File: src/rtl/core/whole_word_replace_stream_macros.svh
// assertion macros used by the whole_word_replace_stream rtl
// expects clk and rst in the scope of each use
`ifndef WHOLE_WORD_REPLACE_STREAM_MACROS_SVH
`define WHOLE_WORD_REPLACE_STREAM_MACROS_SVH

// same-cycle implication
`define WWR_ASSERT_NOW(lbl, ante, cons, msg) \
  lbl: assert property (@(posedge clk) disable iff (rst) (ante) |-> (cons)) else $error(msg);

// next-cycle implication
`define WWR_ASSERT_NEXT(lbl, ante, cons, msg) \
  lbl: assert property (@(posedge clk) disable iff (rst) (ante) |=> (cons)) else $error(msg);

`endif

File: src/rtl/core/wwr_pkg.sv
// package for whole_word_replace_stream: widths, character codes,
// register indexes, config bundle and sequencer states; no dependencies
`timescale 1ns / 1ps
`default_nettype none

package wwr_pkg;

  localparam int WORD_W    = 64;
  localparam int LEN_W     = 4;
  localparam int BYTE_W    = 8;
  localparam int CFG_IDX_W = 2;

  localparam logic [BYTE_W-1:0] CHAR_SPACE = 8'h20;
  localparam logic [BYTE_W-1:0] CHAR_EOT   = 8'h00;

  typedef enum logic [CFG_IDX_W-1:0] {
    REG_FIND_WORD      = 2'd0,
    REG_FIND_LENGTH    = 2'd1,
    REG_REPLACE_WORD   = 2'd2,
    REG_REPLACE_LENGTH = 2'd3
  } cfg_reg_t;

  typedef struct packed {
    logic [WORD_W-1:0] find_word;
    logic [LEN_W-1:0]  find_length;
    logic [WORD_W-1:0] replace_word;
    logic [LEN_W-1:0]  replace_length;
  } cfg_t;

  typedef enum logic [2:0] {
    S_IDLE,
    S_CMP,
    S_EMIT_STORE,
    S_EMIT_REPL,
    S_EMIT_BYTE
  } state_t;

  function automatic logic is_delim(input logic [BYTE_W-1:0] b);
    return (b == CHAR_SPACE) || (b == CHAR_EOT);
  endfunction

endpackage

`default_nettype wire

File: src/rtl/core/wwr_store.sv
// word store: small byte array holding the current word, registered read
// depends on wwr_pkg
`timescale 1ns / 1ps
`default_nettype none

module wwr_store
  import wwr_pkg::*;
#(
  parameter int FIND_MAX = 8,
  localparam int ADDR_W = (FIND_MAX > 1) ? $clog2(FIND_MAX) : 1
) (
  input  logic              clk,
  input  logic              wr_en,
  input  logic [ADDR_W-1:0] wr_addr,
  input  logic [BYTE_W-1:0] wr_data,
  input  logic [ADDR_W-1:0] rd_addr,
  output logic [BYTE_W-1:0] rd_data
);

  logic [BYTE_W-1:0] mem [FIND_MAX];

  always_ff @(posedge clk) begin
    if (wr_en) begin
      mem[wr_addr] <= wr_data;
    end
    rd_data <= mem[rd_addr];
  end

endmodule

`default_nettype wire

File: src/rtl/core/wwr_ctrl.sv
// sequencer for whole_word_replace_stream: byte compare unit, word count,
// output register; depends on wwr_pkg, wwr_store port, macros header
`timescale 1ns / 1ps
`default_nettype none

`include "whole_word_replace_stream_macros.svh"

module wwr_ctrl
  import wwr_pkg::*;
#(
  parameter int FIND_MAX    = 8,
  parameter int REPLACE_MAX = 8,
  localparam int SA_W = (FIND_MAX > 1) ? $clog2(FIND_MAX) : 1
) (
  input  logic              clk,
  input  logic              rst,
  input  cfg_t              cfg,
  input  logic              in_valid,
  output logic              in_stall,
  input  logic [BYTE_W-1:0] text_byte,
  output logic              out_valid,
  input  logic              out_stall,
  output logic [BYTE_W-1:0] out_byte,
  output logic              run_last,
  output logic              st_wr_en,
  output logic [SA_W-1:0]   st_wr_addr,
  output logic [BYTE_W-1:0] st_wr_data,
  output logic [SA_W-1:0]   st_rd_addr,
  input  logic [BYTE_W-1:0] st_rd_data
);

  localparam int MAXL  = (FIND_MAX > REPLACE_MAX) ? FIND_MAX : REPLACE_MAX;
  localparam int LW    = $clog2(MAXL + 1);
  localparam int CNT_W = $clog2(FIND_MAX + 1);
  localparam int RA_W  = (REPLACE_MAX > 1) ? $clog2(REPLACE_MAX) : 1;

  state_t            state, state_next;
  logic [LW-1:0]     pos, pos_next;
  logic [LW-1:0]     lim, lim_next;
  logic [BYTE_W-1:0] held_byte, held_byte_next;
  logic [CNT_W-1:0]  word_count, word_count_next;
  logic              overlong, overlong_next;

  logic [LW-1:0]     flen, rlen, cnt_eff;
  logic              accept, in_delim, out_free;
  logic              pos_last_s, pos_last_r, byte_match;
  logic              load, emit_last;
  logic [BYTE_W-1:0] emit_byte;

  // effective lengths
  always_comb begin
    if (cfg.find_length == '0) begin
      flen = LW'(1);
    end else if (32'(cfg.find_length) > FIND_MAX) begin
      flen = LW'(FIND_MAX);
    end else begin
      flen = LW'(cfg.find_length);
    end
    if (32'(cfg.replace_length) > REPLACE_MAX) begin
      rlen = LW'(REPLACE_MAX);
    end else begin
      rlen = LW'(cfg.replace_length);
    end
    cnt_eff = (LW'(word_count) > flen) ? flen : LW'(word_count);
  end

  assign accept     = in_valid && !in_stall;
  assign in_delim   = is_delim(text_byte);
  assign out_free   = !out_valid || !out_stall;
  assign pos_last_s = (pos + LW'(1)) == lim;
  assign pos_last_r = (pos + LW'(1)) == rlen;
  assign byte_match = st_rd_data == cfg.find_word[BYTE_W*pos[SA_W-1:0] +: BYTE_W];

  // next state
  always_comb begin
    state_next = state;
    unique case (state)
      S_IDLE: begin
        if (accept) begin
          if (in_delim) begin
            if (overlong) begin
              state_next = S_EMIT_BYTE;
            end else if (cnt_eff == flen) begin
              state_next = S_CMP;
            end else if (cnt_eff != '0) begin
              state_next = S_EMIT_STORE;
            end else begin
              state_next = S_EMIT_BYTE;
            end
          end else if (overlong) begin
            state_next = S_EMIT_BYTE;
          end else if (cnt_eff >= flen) begin
            state_next = S_EMIT_STORE;
          end
        end
      end
      S_CMP: begin
        if (!byte_match) begin
          state_next = S_EMIT_STORE;
        end else if (pos_last_s) begin
          state_next = (rlen != '0) ? S_EMIT_REPL : S_EMIT_BYTE;
        end
      end
      S_EMIT_STORE: begin
        if (out_free && pos_last_s) begin
          state_next = S_EMIT_BYTE;
        end
      end
      S_EMIT_REPL: begin
        if (out_free && pos_last_r) begin
          state_next = S_EMIT_BYTE;
        end
      end
      S_EMIT_BYTE: begin
        if (out_free) begin
          state_next = S_IDLE;
        end
      end
      default: state_next = S_IDLE;
    endcase
  end

  // datapath next values
  always_comb begin
    pos_next        = pos;
    lim_next        = lim;
    held_byte_next  = held_byte;
    word_count_next = word_count;
    overlong_next   = overlong;
    unique case (state)
      S_IDLE: begin
        if (accept) begin
          held_byte_next = text_byte;
          pos_next       = '0;
          lim_next       = cnt_eff;
          if (in_delim) begin
            word_count_next = '0;
            overlong_next   = 1'b0;
          end else if (!overlong) begin
            if (cnt_eff < flen) begin
              word_count_next = CNT_W'(cnt_eff + LW'(1));
            end else begin
              word_count_next = '0;
              overlong_next   = 1'b1;
            end
          end
        end
      end
      S_CMP: begin
        if (!byte_match || pos_last_s) begin
          pos_next = '0;
        end else begin
          pos_next = pos + LW'(1);
        end
      end
      S_EMIT_STORE, S_EMIT_REPL: begin
        if (out_free) begin
          pos_next = pos + LW'(1);
        end
      end
      S_EMIT_BYTE: begin
        pos_next = pos;
      end
      default: pos_next = '0;
    endcase
  end

  // outputs
  always_comb begin
    in_stall   = 1'b1;
    load       = 1'b0;
    emit_byte  = held_byte;
    emit_last  = 1'b0;
    st_wr_en   = 1'b0;
    st_wr_addr = cnt_eff[SA_W-1:0];
    st_wr_data = text_byte;
    st_rd_addr = pos_next[SA_W-1:0];
    unique case (state)
      S_IDLE: begin
        in_stall = 1'b0;
        st_wr_en = accept && !in_delim && !overlong && (cnt_eff < flen);
      end
      S_CMP: begin
        load = 1'b0;
      end
      S_EMIT_STORE: begin
        load      = out_free;
        emit_byte = st_rd_data;
      end
      S_EMIT_REPL: begin
        load      = out_free;
        emit_byte = cfg.replace_word[BYTE_W*pos[RA_W-1:0] +: BYTE_W];
      end
      S_EMIT_BYTE: begin
        load      = out_free;
        emit_last = 1'b1;
      end
      default: load = 1'b0;
    endcase
  end

  always_ff @(posedge clk) begin
    if (rst) begin
      state      <= S_IDLE;
      word_count <= '0;
      overlong   <= 1'b0;
      out_valid  <= 1'b0;
      pos        <= '0;
    end else begin
      state      <= state_next;
      word_count <= word_count_next;
      overlong   <= overlong_next;
      pos        <= pos_next;
      if (load) begin
        out_valid <= 1'b1;
      end else if (!out_stall) begin
        out_valid <= 1'b0;
      end
    end
  end

  always_ff @(posedge clk) begin
    lim       <= lim_next;
    held_byte <= held_byte_next;
    if (load) begin
      out_byte <= emit_byte;
      run_last <= emit_last;
    end
  end

  `WWR_ASSERT_NOW(a_count_bound, 1'b1, word_count <= CNT_W'(FIND_MAX), "word count out of range")
  `WWR_ASSERT_NOW(a_overlong_empty, overlong, word_count == '0, "overlong word with held bytes")
  `WWR_ASSERT_NEXT(a_delim_clears, accept && in_delim, word_count == '0 && !overlong, "delimiter did not end word")
  `WWR_ASSERT_NEXT(a_last_closes, state == S_EMIT_BYTE && out_free, state == S_IDLE && out_valid && run_last, "final byte not flagged")

endmodule

`default_nettype wire

File: src/rtl/core/whole_word_replace_stream.sv
// channel  | handshake              | payload
// ---------+------------------------+---------------------
// in       | in_valid / in_stall    | text_byte
// out      | out_valid / out_stall  | out_byte, run_last
// cfg      | cfg_valid / cfg_ready  | cfg_index, cfg_data
//
// a word byte that is only held is written to the word store; a delimiter after
// a word of n bytes goes through up to n compare steps and then its emitted bytes,
// all through the single byte compare unit and one output register
// overflow byte: the held bytes, then itself; a stall on out holds each emit step
// sync reset clears control state and sets config to its defaults (find length 1);
// word store needs no clear; top level of whole_word_replace_stream: config registers
// and instances; depends on wwr_pkg, wwr_store, wwr_ctrl
`timescale 1ns / 1ps
`default_nettype none

module whole_word_replace_stream
  import wwr_pkg::*;
#(
  parameter int FIND_MAX    = 8,
  parameter int REPLACE_MAX = 8
) (
  input  logic                 clk,
  input  logic                 rst,
  input  logic                 in_valid,
  output logic                 in_stall,
  input  logic [BYTE_W-1:0]    text_byte,
  output logic                 out_valid,
  input  logic                 out_stall,
  output logic [BYTE_W-1:0]    out_byte,
  output logic                 run_last,
  input  logic                 cfg_valid,
  output logic                 cfg_ready,
  input  logic [CFG_IDX_W-1:0] cfg_index,
  input  logic [WORD_W-1:0]    cfg_data
);

  localparam int SA_W = (FIND_MAX > 1) ? $clog2(FIND_MAX) : 1;

  cfg_t              cfg;
  logic              st_wr_en;
  logic [SA_W-1:0]   st_wr_addr;
  logic [BYTE_W-1:0] st_wr_data;
  logic [SA_W-1:0]   st_rd_addr;
  logic [BYTE_W-1:0] st_rd_data;

  assign cfg_ready = 1'b1;

  always_ff @(posedge clk) begin
    if (rst) begin
      cfg.find_word      <= '0;
      cfg.find_length    <= LEN_W'(1);
      cfg.replace_word   <= '0;
      cfg.replace_length <= '0;
    end else if (cfg_valid && cfg_ready) begin
      unique case (cfg_reg_t'(cfg_index))
        REG_FIND_WORD:      cfg.find_word      <= cfg_data;
        REG_FIND_LENGTH:    cfg.find_length    <= cfg_data[LEN_W-1:0];
        REG_REPLACE_WORD:   cfg.replace_word   <= cfg_data;
        REG_REPLACE_LENGTH: cfg.replace_length <= cfg_data[LEN_W-1:0];
        default: cfg.find_word <= cfg.find_word;
      endcase
    end
  end

  wwr_store #(
    .FIND_MAX(FIND_MAX)
  ) u_store (
    .clk    (clk),
    .wr_en  (st_wr_en),
    .wr_addr(st_wr_addr),
    .wr_data(st_wr_data),
    .rd_addr(st_rd_addr),
    .rd_data(st_rd_data)
  );

  wwr_ctrl #(
    .FIND_MAX   (FIND_MAX),
    .REPLACE_MAX(REPLACE_MAX)
  ) u_ctrl (
    .clk       (clk),
    .rst       (rst),
    .cfg       (cfg),
    .in_valid  (in_valid),
    .in_stall  (in_stall),
    .text_byte (text_byte),
    .out_valid (out_valid),
    .out_stall (out_stall),
    .out_byte  (out_byte),
    .run_last  (run_last),
    .st_wr_en  (st_wr_en),
    .st_wr_addr(st_wr_addr),
    .st_wr_data(st_wr_data),
    .st_rd_addr(st_rd_addr),
    .st_rd_data(st_rd_data)
  );

endmodule

`default_nettype wire

File: config.mk
export PLATFORM = sky130hd
export DESIGN_NAME = whole_word_replace_stream
export DESIGN_NICKNAME = d
export VERILOG_FILES = /design/src/rtl/core/wwr_pkg.sv /design/src/rtl/core/wwr_store.sv /design/src/rtl/core/wwr_ctrl.sv /design/src/rtl/core/whole_word_replace_stream.sv
export VERILOG_INCLUDE_DIRS = /design/src /design/src/rtl/core
export SDC_FILE = /design/constraint.sdc
export NUM_CORES = 1
export LEC_CHECK = 0
export BUFFER_PORTS_ARGS = -buffer_cell sky130_fd_sc_hd__buf_2
export CAP_MARGIN = 20
export CORE_UTILIZATION = 35
export CTS_BUF_LIST = sky130_fd_sc_hd__clkbuf_8
export CTS_CLUSTER_DIAMETER = 100
export DETAILED_ROUTE_END_ITERATION = 12
export PLACE_DENSITY = 0.63
export SYNTH_ARGS = -nofsm -noshare
export SYNTH_HDL_FRONTEND = slang
export SYNTH_SLANG_ARGS = --single-unit
export TNS_END_PERCENT = 5
File: constraint.sdc
create_clock -name clk -period 5.9 [get_ports clk]
set_clock_uncertainty 0.1 [all_clocks]
set_input_delay 1.18 -clock clk [delete_from_list [all_inputs] [get_ports clk]]
set_output_delay 1.18 -clock clk [all_outputs]
set_load 0.05 [all_outputs]
==> summary.md <==
| Metric | Value |
|---|---|
| Ys Warns | 0 |
| Die span in x | 183 µm |
| Global-route wire length before repair | slightly above 50000 µm |
| Clock tree buffer depth | 3 |
| Starting density of the core | roughly 36% |
| Sw frac | roughly 34% |
| First-pass iteration count of the detailed router | 5 |
| WP data arrival | slightly above 5 ns |
| Tmin final | between 5 and 6 ns |
| Actual slew at the worst max-slew pin | between 1 and 1.5 ns |
| Seq pwr share | ~43% |
| # DRC | 0 |
| Area contributors post-synth | dfxtp_1 28%, edfxtp_1 22%, nand2_1 10%, a21oi_1 7.4%, mux4_2 4.7% |
| F_max | 195 MHz |
| Post-CTS sizing | 0 |
| Sw Pwr | about 1.6 mW |
| Status | finished clean |
| H-tree levels | 2 |
| Syn nets | ~1300 |
| Largest stage delay on the critical path | 0.62 ns |
| Cell taking the most area after synthesis | dfxtp_1 |
| Asr flop ratio synth | 0% |
| Synth cell types | 72 |
| Req. time, crit path | 5.96 ns |
| Buf/Inv on CP | 1 |
| Iteration-0 DRC Markers | between 700 and 800 |
| Number of synthesized flops with an enable pin | 85 |
| P_leak | 4.58 nW |
| Synth Register Bits | about 240 |
| Max Slew Vio Count | 0 |
| Post-Syn Area | ~0.011 mm² |
| Crit path launch type | flip-flop |
| Ratio of final minimum period to clock period | 86.9% |
| CP Capture Type | flip-flop |
| Gr ovfl total | 0 |
| Crit path max fanout | 8 |
| Final setup fails | 0 |
| HPWL after DPL | ~22000 µm |
| Sequential area share after synthesis | about half |
| PortBufs | a little under 90 |
| Area delta synth->final | 14.4% |
| Number of global-route vias before repair | around 9000 |
| Comb pwr share | between 20 and 25% |
| Crit-path cells | nor2b_1, inv_1, ha_1, nor2b_1, o21a_1, o21a_1, o21ai_1, mux2_2, ha_1, nor2b_1, o21a_1, o21ai_0, nand2b_1, or2_2, nor3_1, nand2_1, nor2_1 |
| TritonCTS clock tree | yes |
| Total core area | ~0.032 mm² |
| Cts hold-fix bufs | 0 |
| Worst IR Drop VDD | around 0.17 mV |
| Setup TNS | 0 ns |
| TritonCTS buffer count | between 40 and 50 |
| Post-synth top area share | between 20% and 30% |
| Post-route ant nets | 0 |
| Syn avg cell area | 9.34 µm² |
| RSZ-0062 raised after global routing | no |
| Drt total wl | around 32000 µm |
| Power Density | 368 mW/mm² |
| Post-DR vias/cell | 5.36 |
| Internal power | about 3.2 mW |
| Layout cell share with drive strength beyond 1 | 16.1% |
| Worst slew margin | about a third |
| CP top delay family | simple AND/OR/NAND/NOR gates |
| FILL cells | around 3200 |
| Worst setup path class | reg -> reg |
| Clock power share | between 30% and 40% |
| Min-Delay Path Class | reg -> reg |
| Post-CTS Setup Repair Bufs | 0 |
| Critical-path top delay cell | nor2_1 |
| Die H | ~180 µm |
| Final Hold Fails | 0 |
| Root Buffer | clkbuf_8 |
| Number of I/O pins | just over 90 |
| Total Routing Usage GR | 19.4% |
| GP Congestion | 0.857 |
| Die area | 0.0333 mm² |
| Clock transition at path regs | around 0.06 ns |
| Top cells by instance count after synthesis | 315 x nand2_1, 169 x a21oi_1, 157 x dfxtp_1 |
| Pin count of the biggest net entering global routing | 97 |
| Initial antenna violation count | 6 |
| Top FF cell, synth | dfxtp_1 |
| Post-DR wirelength/cell | 18.3 µm |
| Most numerous cell in the Yosys netlist | nand2_1 |
| Worst-Skew Late Latency | 0.55 ns |
| Syn Inst Count | roughly 1200 |
| Row cnt | 65 |
| Total power draw | 4.80 mW |
| Clock Sinks | between 200 and 250 |
| Nets | 1378 |
| Maxcap violations | 0 |
| Via Count | 9423 |
## cells by family (layout without fill, tap and decap cells)
family          Yosys count  after routing  synth area share [%]
xor+xnor                 13             13                  1.06
compound gates          350            350                  19.4
mux                      63             63                  8.18
fa+ha+maj                11             11                  1.21
other cells               1              4                0.0329
simple gates            434            434                  16.1
buf+inv                 108            206                  4.05
flops                   242            242                  49.9
## power by group through the flow
stage                     combinational [mW]  clock [mW]  sequential, mW
after floorplan                        0.787           0            2.12
after global placement                  1.17           0            2.09
after detailed placement                1.19           0            2.09
after CTS                               1.19        1.58            2.06
after global routing                    1.31        1.65            2.08
final                                   1.20        1.54            2.06
## path summary, 6_finish.rpt
path	from	endpoint	slack, ns	cells after the start
worst min-delay path	cfg[100]$_SDFFE_PP0P_	cfg[100]$_SDFFE_PP0P_	0.35	2
worst max-delay path	cfg[69]$_SDFFE_PP0P_	u_store.mem[1][1]$_DFFE_PP_	0.77	17
worst min register to register	cfg[100]$_SDFFE_PP0P_	cfg[100]$_SDFFE_PP0P_	0.35	2
worst max register to register	cfg[69]$_SDFFE_PP0P_	u_store.mem[1][1]$_DFFE_PP_	0.77	17
## metal layers
layer | vias to the layer above | share of wire [%] | track usage, %
met5 | - | 0.081 | 0
met4 | 4 | 2.2 | 5.82
met3 | 50 | 6.5 | 4.03
met2 | 301 | 48 | 32.5
met1 | 4526 | 43 | 25.0
li1 | 4542 | - | -
## sequential cells by signal, summed over array words and instances (netlist names), 3 cells and up
name and flops:
u_ctrl.out_byte 8, u_ctrl.state 3, u_ctrl.word_count 4, u_ctrl.lim 4, u_ctrl.pos 4, cfg 136, u_store.rd_data 8, u_ctrl.held_byte 8
u_store.mem 64
## worst register-to-register path, delay by kind of cell (launching register included)
kind,cells,cell delay [ns]
AOI/OAI and AO/OA,5,1.07
adders and majority gates,2,0.63
buffers and inverters,1,0.09
DFF,1,0.35
muxes,1,0.47
and+or+nand+nor,8,2.06
## placed cells by master, fill, tap and decap left out, types with 37 or more instances in the layout
| master | count |
|---|---|
| a21oi_1 | 169 |
| o21ai_0 | 39 |
| dfxtp_1 | 155 |
| mux2i_1 | 37 |
| nor2_1 | 49 |
| nand2_1 | 315 |
| edfxtp_1 | 85 |
| clkbuf_8 | 52 |
| a22oi_1 | 39 |
| buf_2 | 88 |
## cell type report
cell class	instances	area (µm²)	area share [%]
clock inverters	25	140	1.07
inverters	24	90.1	0.690
flip-flops and latches	242	5700	43.7
clock buffers	52	716	5.48
multi-input cells	872	5270	40.4
well taps	435	544	4.17
diodes	3	7.51	0.0575
repair buffers	105	581	4.45
## per-stage QoR
stage               hold slack (ns)  instances  cell area, µm²  worst slack [ns]  util [%]
global placement              0.340       1677           12200              1.02      38.3
global route                  0.367       1755           13000             0.362      41.0
CTS                           0.354       1754           13000             0.784      41.0
finish                        0.351       1758           13000             0.771      41.0
floorplan                     0.333       1222           11400              1.50         -
detailed placement            0.345       1677           12200             0.843      38.3
(Power assumes the default switching activity.)
